### config.mk
export PLATFORM = sky130hd
export DESIGN_NAME = permutation_two_point_crossover_unit
export DESIGN_NICKNAME = d
export VERILOG_FILES = /design/src/rtl/ptx_pkg.sv /design/src/rtl/ptx_ram.sv /design/src/rtl/permutation_two_point_crossover_unit.sv
export SDC_FILE = /design/constraint.sdc
export NUM_CORES = 2
export LEC_CHECK = 0
export BUFFER_PORTS_ARGS = -buffer_cell sky130_fd_sc_hd__buf_2
export CAP_MARGIN = 20
export CORE_MARGIN = 1.5
export CORE_UTILIZATION = 40
export CTS_CLUSTER_DIAMETER = 200
export CTS_CLUSTER_SIZE = 8
export DETAILED_ROUTE_END_ITERATION = 10
export PLACE_DENSITY = 0.57
export SLEW_MARGIN = 20
export SYNTH_ARGS = -nofsm -noshare
export SYNTH_HDL_FRONTEND = slang
export SYNTH_SLANG_ARGS = --single-unit
### constraint.sdc
create_clock -name aclk -period 5.16 [get_ports aclk]
set_input_delay 1.032 -clock aclk [delete_from_list [all_inputs] [get_ports aclk]]
set_output_delay 1.032 -clock aclk [all_outputs]
set_load 0.01 [all_outputs]
### src/rtl/ptx_pkg.sv
// Shared constants and item types for the permutation crossover block.
package ptx_pkg;

    localparam int MAX_GENES = 64;
    localparam int GENE_BITS = 8;
    localparam int IDX_W     = $clog2(MAX_GENES);
    localparam int LEN_W     = IDX_W + 1;
    localparam int RAW_W     = 2 * IDX_W + 1;
    localparam int CFG_W     = 7;

    localparam logic       OP_LOAD  = 1'b0;
    localparam logic       OP_CROSS = 1'b1;
    localparam logic       ST_CHILD = 1'b0;
    localparam logic       ST_RETRY = 1'b1;
    localparam logic       REG_GENOME_LENGTH = 1'b0;
    localparam logic       REG_MIN_SPAN      = 1'b1;

    typedef struct packed {
        logic                 op;
        logic [IDX_W-1:0]     gene_index;
        logic [GENE_BITS-1:0] gene_a;
        logic [GENE_BITS-1:0] gene_b;
        logic [IDX_W-1:0]     draw_one;
        logic [IDX_W-1:0]     draw_two;
    } in_item_t;

    typedef struct packed {
        logic                 status;
        logic [IDX_W-1:0]     out_index;
        logic [GENE_BITS-1:0] child_a;
        logic [GENE_BITS-1:0] child_b;
        logic                 repair_mismatch;
        logic                 last;
    } out_item_t;

endpackage

### src/rtl/ptx_ram.sv
// Generic single-write, single-read RAM with registered read data.
module ptx_ram #(
    parameter int WIDTH = 8,
    parameter int DEPTH = 64
) (
    input  logic                     aclk,
    input  logic                     we,
    input  logic [$clog2(DEPTH)-1:0] waddr,
    input  logic [WIDTH-1:0]         wdata,
    input  logic [$clog2(DEPTH)-1:0] raddr,
    output logic [WIDTH-1:0]         rdata
);
    logic [WIDTH-1:0] mem [DEPTH];

    always_ff @(posedge aclk) begin
        if (we) begin
            mem[waddr] <= wdata;
        end
        rdata <= mem[raddr];
    end
endmodule

### src/rtl/permutation_two_point_crossover_unit.sv
// Top level of the permutation two-point crossover unit with repair.
//
// Input channel s_valid/s_ready/s_item carries two kinds of item. A load item
// writes one gene pair of the two parents and gives no result. A cross item
// brings two cut draws. A bad draw or a too-short span gives a single retry
// item on the result channel. Otherwise the unit copies both parents into the
// child memories with the segment exchanged, scans the segment against the
// rest for duplicates, swaps hole pairs and emits the children, one item at a
// time, index 0 first, last set on the final one. One cross is handled at a
// time; s_ready is high only while the unit is idle.
// The result channel m_valid/m_ready/m_item has one output register; while the
// receiver stalls the emit sequence holds and nothing is lost.
// Reset (aresetn, synchronous, active low) returns to idle, empties the output
// register and restores genome_length 64 and min_span 3. Parent genes are not
// cleared: load every gene in use before a cross.
module permutation_two_point_crossover_unit
    import ptx_pkg::*;
(
    input  logic             aclk,
    input  logic             aresetn,
    input  logic             cfg_wen,
    input  logic             cfg_addr,
    input  logic [CFG_W-1:0] cfg_wdata,
    input  logic             s_valid,
    output logic             s_ready,
    input  in_item_t         s_item,
    output logic             m_valid,
    input  logic             m_ready,
    output out_item_t        m_item
);
    typedef enum logic [3:0] {
        S_IDLE, S_RETRY, S_CP_RD, S_CP_WR, S_SC_RI, S_SC_LI, S_SC_RJ, S_SC_CJ,
        S_SC_END, S_SW_RH, S_SW_RC, S_SW_WR, S_EM_RD, S_EM_OUT
    } state_t;

    state_t                state_reg;
    logic [LEN_W-1:0]      glen_reg;
    logic [IDX_W-1:0]      min_span_reg;
    logic [IDX_W-1:0]      lo_reg, hi_reg;
    logic [LEN_W-1:0]      len_reg, i_reg, j_reg, k_reg;
    logic [LEN_W-1:0]      cnt_a_reg, cnt_b_reg;
    logic [RAW_W-1:0]      raw_a_reg, raw_b_reg;
    logic [GENE_BITS-1:0]  vi_a_reg, vi_b_reg;
    logic                  m_valid_reg;
    out_item_t             m_item_reg;

    // parent memory holds {a, b}
    logic                      par_we;
    logic [IDX_W-1:0]          par_raddr;
    logic [2*GENE_BITS-1:0]    par_rdata;
    logic [GENE_BITS-1:0]      pa_rd, pb_rd;
    logic                      ch_we;
    logic [IDX_W-1:0]          cha_waddr, chb_waddr, cha_raddr, chb_raddr;
    logic [GENE_BITS-1:0]      cha_wdata, chb_wdata, cha_rd, chb_rd;
    logic                      hla_we, hlb_we;
    logic [IDX_W-1:0]          hla_rd, hlb_rd;

    logic                  accept, out_free;
    logic [LEN_W-1:0]      len_c, lo_c, hi_c;
    logic [IDX_W-1:0]      dmin, dmax;
    logic                  bad_draw, short_span;
    logic                  seg_i, seg_j, hit_a, hit_b;
    logic [LEN_W-1:0]      npair;

    assign s_ready  = (state_reg == S_IDLE);
    assign accept   = s_valid && s_ready;
    assign out_free = !m_valid_reg || m_ready;
    assign m_valid  = m_valid_reg;
    assign m_item   = m_item_reg;
    assign pa_rd    = par_rdata[2*GENE_BITS-1:GENE_BITS];
    assign pb_rd    = par_rdata[GENE_BITS-1:0];

    // cut decode for the incoming cross item
    always_comb begin
        if (glen_reg < LEN_W'(2)) begin
            len_c = LEN_W'(2);
        end else if (glen_reg > LEN_W'(MAX_GENES)) begin
            len_c = LEN_W'(MAX_GENES);
        end else begin
            len_c = glen_reg;
        end
        dmin = (s_item.draw_one < s_item.draw_two) ? s_item.draw_one : s_item.draw_two;
        dmax = (s_item.draw_one < s_item.draw_two) ? s_item.draw_two : s_item.draw_one;
        lo_c = (dmin == '0) ? LEN_W'(1) : {1'b0, dmin};
        hi_c = {1'b0, dmax};
        bad_draw   = ({1'b0, s_item.draw_one} >= len_c) || ({1'b0, s_item.draw_two} >= len_c);
        short_span = (hi_c < lo_c + {1'b0, min_span_reg})
                     && (len_c > {1'b0, min_span_reg} + LEN_W'(1));
    end

    assign seg_i = (i_reg >= {1'b0, lo_reg}) && (i_reg < {1'b0, hi_reg});
    assign seg_j = (j_reg >= {1'b0, lo_reg}) && (j_reg < {1'b0, hi_reg});
    assign hit_a = (state_reg == S_SC_CJ) && !seg_j && (pa_rd == vi_a_reg);
    assign hit_b = (state_reg == S_SC_CJ) && !seg_j && (pb_rd == vi_b_reg);
    assign npair = (cnt_a_reg < cnt_b_reg) ? cnt_a_reg : cnt_b_reg;

    // memory port steering
    always_comb begin
        par_we    = accept && (s_item.op == OP_LOAD);
        par_raddr = (state_reg == S_SC_RJ || state_reg == S_SC_CJ) ? j_reg[IDX_W-1:0]
                                                                   : i_reg[IDX_W-1:0];
        ch_we     = (state_reg == S_CP_WR) || (state_reg == S_SW_WR);
        if (state_reg == S_CP_WR) begin
            cha_waddr = i_reg[IDX_W-1:0];
            chb_waddr = i_reg[IDX_W-1:0];
            cha_wdata = seg_i ? pb_rd : pa_rd;
            chb_wdata = seg_i ? pa_rd : pb_rd;
        end else begin
            cha_waddr = hla_rd;
            chb_waddr = hlb_rd;
            cha_wdata = chb_rd;
            chb_wdata = cha_rd;
        end
        if (state_reg == S_SW_RC || state_reg == S_SW_WR) begin
            cha_raddr = hla_rd;
            chb_raddr = hlb_rd;
        end else begin
            cha_raddr = k_reg[IDX_W-1:0];
            chb_raddr = k_reg[IDX_W-1:0];
        end
        hla_we = hit_a && (cnt_a_reg < LEN_W'(MAX_GENES));
        hlb_we = hit_b && (cnt_b_reg < LEN_W'(MAX_GENES));
    end

    ptx_ram #(.WIDTH(2*GENE_BITS), .DEPTH(MAX_GENES)) u_par (
        .aclk(aclk), .we(par_we), .waddr(s_item.gene_index),
        .wdata({s_item.gene_a, s_item.gene_b}), .raddr(par_raddr), .rdata(par_rdata)
    );
    ptx_ram #(.WIDTH(GENE_BITS), .DEPTH(MAX_GENES)) u_cha (
        .aclk(aclk), .we(ch_we), .waddr(cha_waddr), .wdata(cha_wdata),
        .raddr(cha_raddr), .rdata(cha_rd)
    );
    ptx_ram #(.WIDTH(GENE_BITS), .DEPTH(MAX_GENES)) u_chb (
        .aclk(aclk), .we(ch_we), .waddr(chb_waddr), .wdata(chb_wdata),
        .raddr(chb_raddr), .rdata(chb_rd)
    );
    ptx_ram #(.WIDTH(IDX_W), .DEPTH(MAX_GENES)) u_hla (
        .aclk(aclk), .we(hla_we), .waddr(cnt_a_reg[IDX_W-1:0]), .wdata(j_reg[IDX_W-1:0]),
        .raddr(k_reg[IDX_W-1:0]), .rdata(hla_rd)
    );
    ptx_ram #(.WIDTH(IDX_W), .DEPTH(MAX_GENES)) u_hlb (
        .aclk(aclk), .we(hlb_we), .waddr(cnt_b_reg[IDX_W-1:0]), .wdata(j_reg[IDX_W-1:0]),
        .raddr(k_reg[IDX_W-1:0]), .rdata(hlb_rd)
    );

    always_ff @(posedge aclk) begin
        if (!aresetn) begin
            state_reg    <= S_IDLE;
            glen_reg     <= LEN_W'(MAX_GENES);
            min_span_reg <= IDX_W'(3);
            m_valid_reg  <= 1'b0;
            cnt_a_reg    <= '0;
            cnt_b_reg    <= '0;
            raw_a_reg    <= '0;
            raw_b_reg    <= '0;
        end else begin
            if (cfg_wen) begin
                unique case (cfg_addr)
                    REG_GENOME_LENGTH: glen_reg     <= cfg_wdata[LEN_W-1:0];
                    REG_MIN_SPAN:      min_span_reg <= cfg_wdata[IDX_W-1:0];
                    default: ;
                endcase
            end
            if (m_valid_reg && m_ready) begin
                m_valid_reg <= 1'b0;
            end
            if (hla_we) cnt_a_reg <= cnt_a_reg + LEN_W'(1);
            if (hlb_we) cnt_b_reg <= cnt_b_reg + LEN_W'(1);
            if (hit_a)  raw_a_reg <= raw_a_reg + RAW_W'(1);
            if (hit_b)  raw_b_reg <= raw_b_reg + RAW_W'(1);

            unique case (state_reg)
                S_IDLE: begin
                    if (accept && s_item.op == OP_CROSS) begin
                        if (bad_draw || short_span) begin
                            state_reg <= S_RETRY;
                        end else begin
                            lo_reg    <= lo_c[IDX_W-1:0];
                            hi_reg    <= dmax;
                            len_reg   <= len_c;
                            i_reg     <= '0;
                            cnt_a_reg <= '0;
                            cnt_b_reg <= '0;
                            raw_a_reg <= '0;
                            raw_b_reg <= '0;
                            state_reg <= S_CP_RD;
                        end
                    end
                end
                S_RETRY: begin
                    if (out_free) begin
                        m_valid_reg                <= 1'b1;
                        m_item_reg                 <= '0;
                        m_item_reg.status          <= ST_RETRY;
                        m_item_reg.last            <= 1'b1;
                        state_reg                  <= S_IDLE;
                    end
                end
                S_CP_RD: state_reg <= S_CP_WR;
                S_CP_WR: begin
                    if (i_reg == len_reg - LEN_W'(1)) begin
                        i_reg <= {1'b0, lo_reg};
                        k_reg <= '0;
                        state_reg <= (lo_reg < hi_reg) ? S_SC_RI : S_EM_RD;
                    end else begin
                        i_reg     <= i_reg + LEN_W'(1);
                        state_reg <= S_CP_RD;
                    end
                end
                S_SC_RI: state_reg <= S_SC_LI;
                S_SC_LI: begin
                    // child a holds parent b inside the segment, and the reverse
                    vi_a_reg  <= pb_rd;
                    vi_b_reg  <= pa_rd;
                    j_reg     <= '0;
                    state_reg <= S_SC_RJ;
                end
                S_SC_RJ: state_reg <= S_SC_CJ;
                S_SC_CJ: begin
                    if (j_reg == len_reg - LEN_W'(1)) begin
                        if (i_reg == {1'b0, hi_reg} - LEN_W'(1)) begin
                            state_reg <= S_SC_END;
                        end else begin
                            i_reg     <= i_reg + LEN_W'(1);
                            state_reg <= S_SC_RI;
                        end
                    end else begin
                        j_reg     <= j_reg + LEN_W'(1);
                        state_reg <= S_SC_RJ;
                    end
                end
                S_SC_END: begin
                    k_reg     <= '0;
                    state_reg <= (npair == '0) ? S_EM_RD : S_SW_RH;
                end
                S_SW_RH: state_reg <= S_SW_RC;
                S_SW_RC: state_reg <= S_SW_WR;
                S_SW_WR: begin
                    if (k_reg == npair - LEN_W'(1)) begin
                        k_reg     <= '0;
                        state_reg <= S_EM_RD;
                    end else begin
                        k_reg     <= k_reg + LEN_W'(1);
                        state_reg <= S_SW_RH;
                    end
                end
                S_EM_RD: state_reg <= S_EM_OUT;
                S_EM_OUT: begin
                    // hold the read address until the output register frees
                    if (out_free) begin
                        m_valid_reg                <= 1'b1;
                        m_item_reg.status          <= ST_CHILD;
                        m_item_reg.out_index       <= k_reg[IDX_W-1:0];
                        m_item_reg.child_a         <= cha_rd;
                        m_item_reg.child_b         <= chb_rd;
                        m_item_reg.repair_mismatch <= (raw_a_reg != raw_b_reg);
                        m_item_reg.last            <= (k_reg == len_reg - LEN_W'(1));
                        if (k_reg == len_reg - LEN_W'(1)) begin
                            state_reg <= S_IDLE;
                        end else begin
                            k_reg     <= k_reg + LEN_W'(1);
                            state_reg <= S_EM_RD;
                        end
                    end
                end
                default: state_reg <= S_IDLE;
            endcase
        end
    end
endmodule

==> results.toml <==
[outcome]
status = "complete, no violations"

[drt]
via_per_inst = 5.70
vias = 66900
wl_per_cell_um = 26.6
ant_nets = 0
postRouteWirelength_um = 312000
dr.pass1.iters = 6
dr.first_iter.drc_count = 6644
drc = 0

[sta]
finalCriticalPeriod_ps = 5000
final_max_slew_viol_count = 0
hold-worst-slack_ps = 330
hold_viol = 0
period_share = 0.970
finalSetupViolCount = 0
max_clock_freq_mhz = 200
fin_skew_ps = 79.4
worst_pin_slew_ps = 1190
slew_headroom = 0.194

[yosys]
yosys.area.top_type = "edfxtp_1"
async_flop_share = 0
ys_seq_area_frac = 0.732
yosysUniqueCellTypes = 83
yosysTopAreaCellShare = 0.715
synth_seq_cells = 2999
syn_area_sq_mm = 0.122
synth_edf_count = 2897
syn_nets = 7345
synth.top_cells.by_area = "edfxtp_1, mux4_2, a211oi_1"
synth_warnings = 0
synthCells = 7216
synth_ff_type = "edfxtp_1"
avgSynthCellArea_sq_um = 16.9

[layout]
reg.largest.list = "u_par.mem (1024), u_cha.mem (512), u_chb.mem (512)"
final_cell_mix = "edfxtp_1, nand2_1, clkbuf_16, nor2_1, a211oi_1"
drive_above_1_share = 0.178
synthToLayoutAreaGrowth_pct = 14.8
multi_input_area_sq_mm = 0.0307
seq_area_sq_mm = 0.0890
final_nets = 7713
final_util = 0.462
regMostFlops = "u_par.mem"
post-route-cell-area_sq_mm = 0.140
n_fill_cell = 25800
largest_reg_flops = 1024
final-instance-count-excl-fill = 11700
mostFrequentLayoutCell = "edfxtp_1"

[placed_design]
dp_hpwl_um = 191000
place_area_sq_mm = 0.128
gp_congestion = 0.855
dp.cells = 11100
port_buffers = 74

[clock_network]
path_clk_slew_ps = 60
cts_max_level = 5
tritoncts.num_buffers = 412
cts_root_buffer = "clkbuf_16"
clock_path_buffers = 4
cts_tree = "yes"
clkLatencyLatePin_ps = 950
cts_sinks = 2999

[pwr]
cellLeakagePower_nw = 47.2
worst_ir_drop_vdd_mv = 0.304
p_total_mw = 52.6
p_per_area_mw_per_mm2 = 377

[min_path]
hold_path.class = "primary input to flop"

[floorplan]
initial_core_util = 0.402
die_h_um = 555
coreArea_sq_mm = 0.303
die_area_sq_mm = 0.308
die_w_um = 555
num_rows = 202
ios = 75

[worst_setup_path]
crit_fanout = 20
critical_path.startpoint_type = "primary input"
required_ps = 5960
worstSetupPathType = "primary input to flop"
end_kind = "flop"
crit_arrival_ps = 5800

[global_route]
antenna_found_initial = 15
grt_pass1_wl_um = 457000
grt_max_degree = 123
grt_pass1_vias = 66800
grt_use_total = 0.199
gr-total-overflow = 0

[run]
drv_cap = 0
==> cell families after synthesis <==
kind of cell    synth area share
buf+inv                   0.0182
flops                      0.732
mux                       0.0955
compound gates            0.0705
xor+xnor                 0.00856
simple gates              0.0671
fa+ha+maj                0.00839
==> where the power goes <==
| group | total, mW | leakage (nW) | switching, mW | internal (mW) |
|---|---|---|---|---|
| Sequential | 26.7 | 28.8 | 0.116 | 26.6 |
| Clock | 24.5 | 5.52 | 9.88 | 14.6 |
| Combinational | 1.45 | 12.9 | 1.00 | 0.448 |
==> cell usage after synthesis (12+ instances only) <==
| cell | n |
|---|---|
| mux2i_1 | 218 |
| xor2_1 | 46 |
| buf_2 | 63 |
| a311oi_1 | 258 |
| a21oi_1 | 53 |
| and3_1 | 13 |
| o211ai_1 | 23 |
| inv_1 | 65 |
| clkbuf_1 | 261 |
| o21ai_0 | 56 |
| mux4_2 | 380 |
| nand2b_1 | 20 |
| a22o_1 | 34 |
| nand4_1 | 53 |
| buf_1 | 73 |
| a211oi_1 | 394 |
| dfxtp_1 | 102 |
| nand3_1 | 100 |
| edfxtp_1 | 2897 |
| a22oi_1 | 48 |
| nand3b_1 | 16 |
| nor4_1 | 13 |
| mux2_2 | 72 |
| nand2_1 | 666 |
| o31ai_1 | 42 |
| nor2b_1 | 346 |
| ha_1 | 80 |
| buf_6 | 12 |
| nor3_1 | 19 |
| o41ai_1 | 66 |
| or3_1 | 17 |
| buf_4 | 35 |
| a21o_1 | 12 |
| nor2_1 | 413 |
| xnor2_1 | 60 |
| o21a_1 | 13 |
| o221ai_1 | 36 |
| and2_1 | 28 |
==> critical path, cell delays in order <==
cell and delay [ps]:
buf_2 100, inv_1 60, ha_1 330, a21oi_2 200
o21ai_2 80, o21bai_4 210, mux2_4 340, nor4_4 280
a21o_1 180, ha_1 180, inv_1 60, fa_1 400
nor2b_1 160, o21ai_0 100, nand2_1 70, nand2_1 90
ha_4 300, a21oi_2 60, o2111a_1 130, o311ai_1 120
a31oi_2 240, buf_4 210, buf_4 140, o41ai_4 260
buf_4 210, clkbuf_16 200, a21oi_1 50
==> stage by stage <==
stage               setup TNS [ps]  setup WS (ps)
floorplan                        0           7.64
global placement            -62880           -940
detailed placement          -65830          -1010
CTS                              0            115
global route                  -260          -23.7
finish                           0            155
==> per-layer routing <==
metal | global-route usage | share of wire
met5 | 0 | 0.00015
met4 | 0.0587 | 0.028
met3 | 0.0283 | 0.058
met2 | 0.328 | 0.49
met1 | 0.274 | 0.43
==> worst paths after layout <==
check        cells past startpoint  slack [ps]       endpoint          start
max                             27         160   raw_a_reg[7]      s_item[5]
max reg2reg                     14         490       k_reg[1]   cnt_b_reg[2]
min reg2reg                      2         520  raw_a_reg[12]  raw_a_reg[12]
min                              3         330    glen_reg[6]   cfg_wdata[6]
==> cell type report <==
| cell class | instances | share of cell area |
|---|---|---|
| multi-input combinational | 3706 | 0.220 |
| sequential | 2999 | 0.637 |
| timing repair buffer | 398 | 0.0232 |
| antenna | 7 | 0.000125 |
| tap | 3978 | 0.0356 |
| clock inverter | 23 | 0.00371 |
| inverter | 67 | 0.00180 |
| clock buffer | 557 | 0.0784 |
==> what timing repair did <==
action	in CTS	in global routing
setup buffers	0	1
endpoints found under the setup margin	10	67
gates resized for setup	1	8
cloned	0	1
pin swaps	0	2
hold buffers	0	0
No activity file was read; power rests on OpenSTA's default activity.
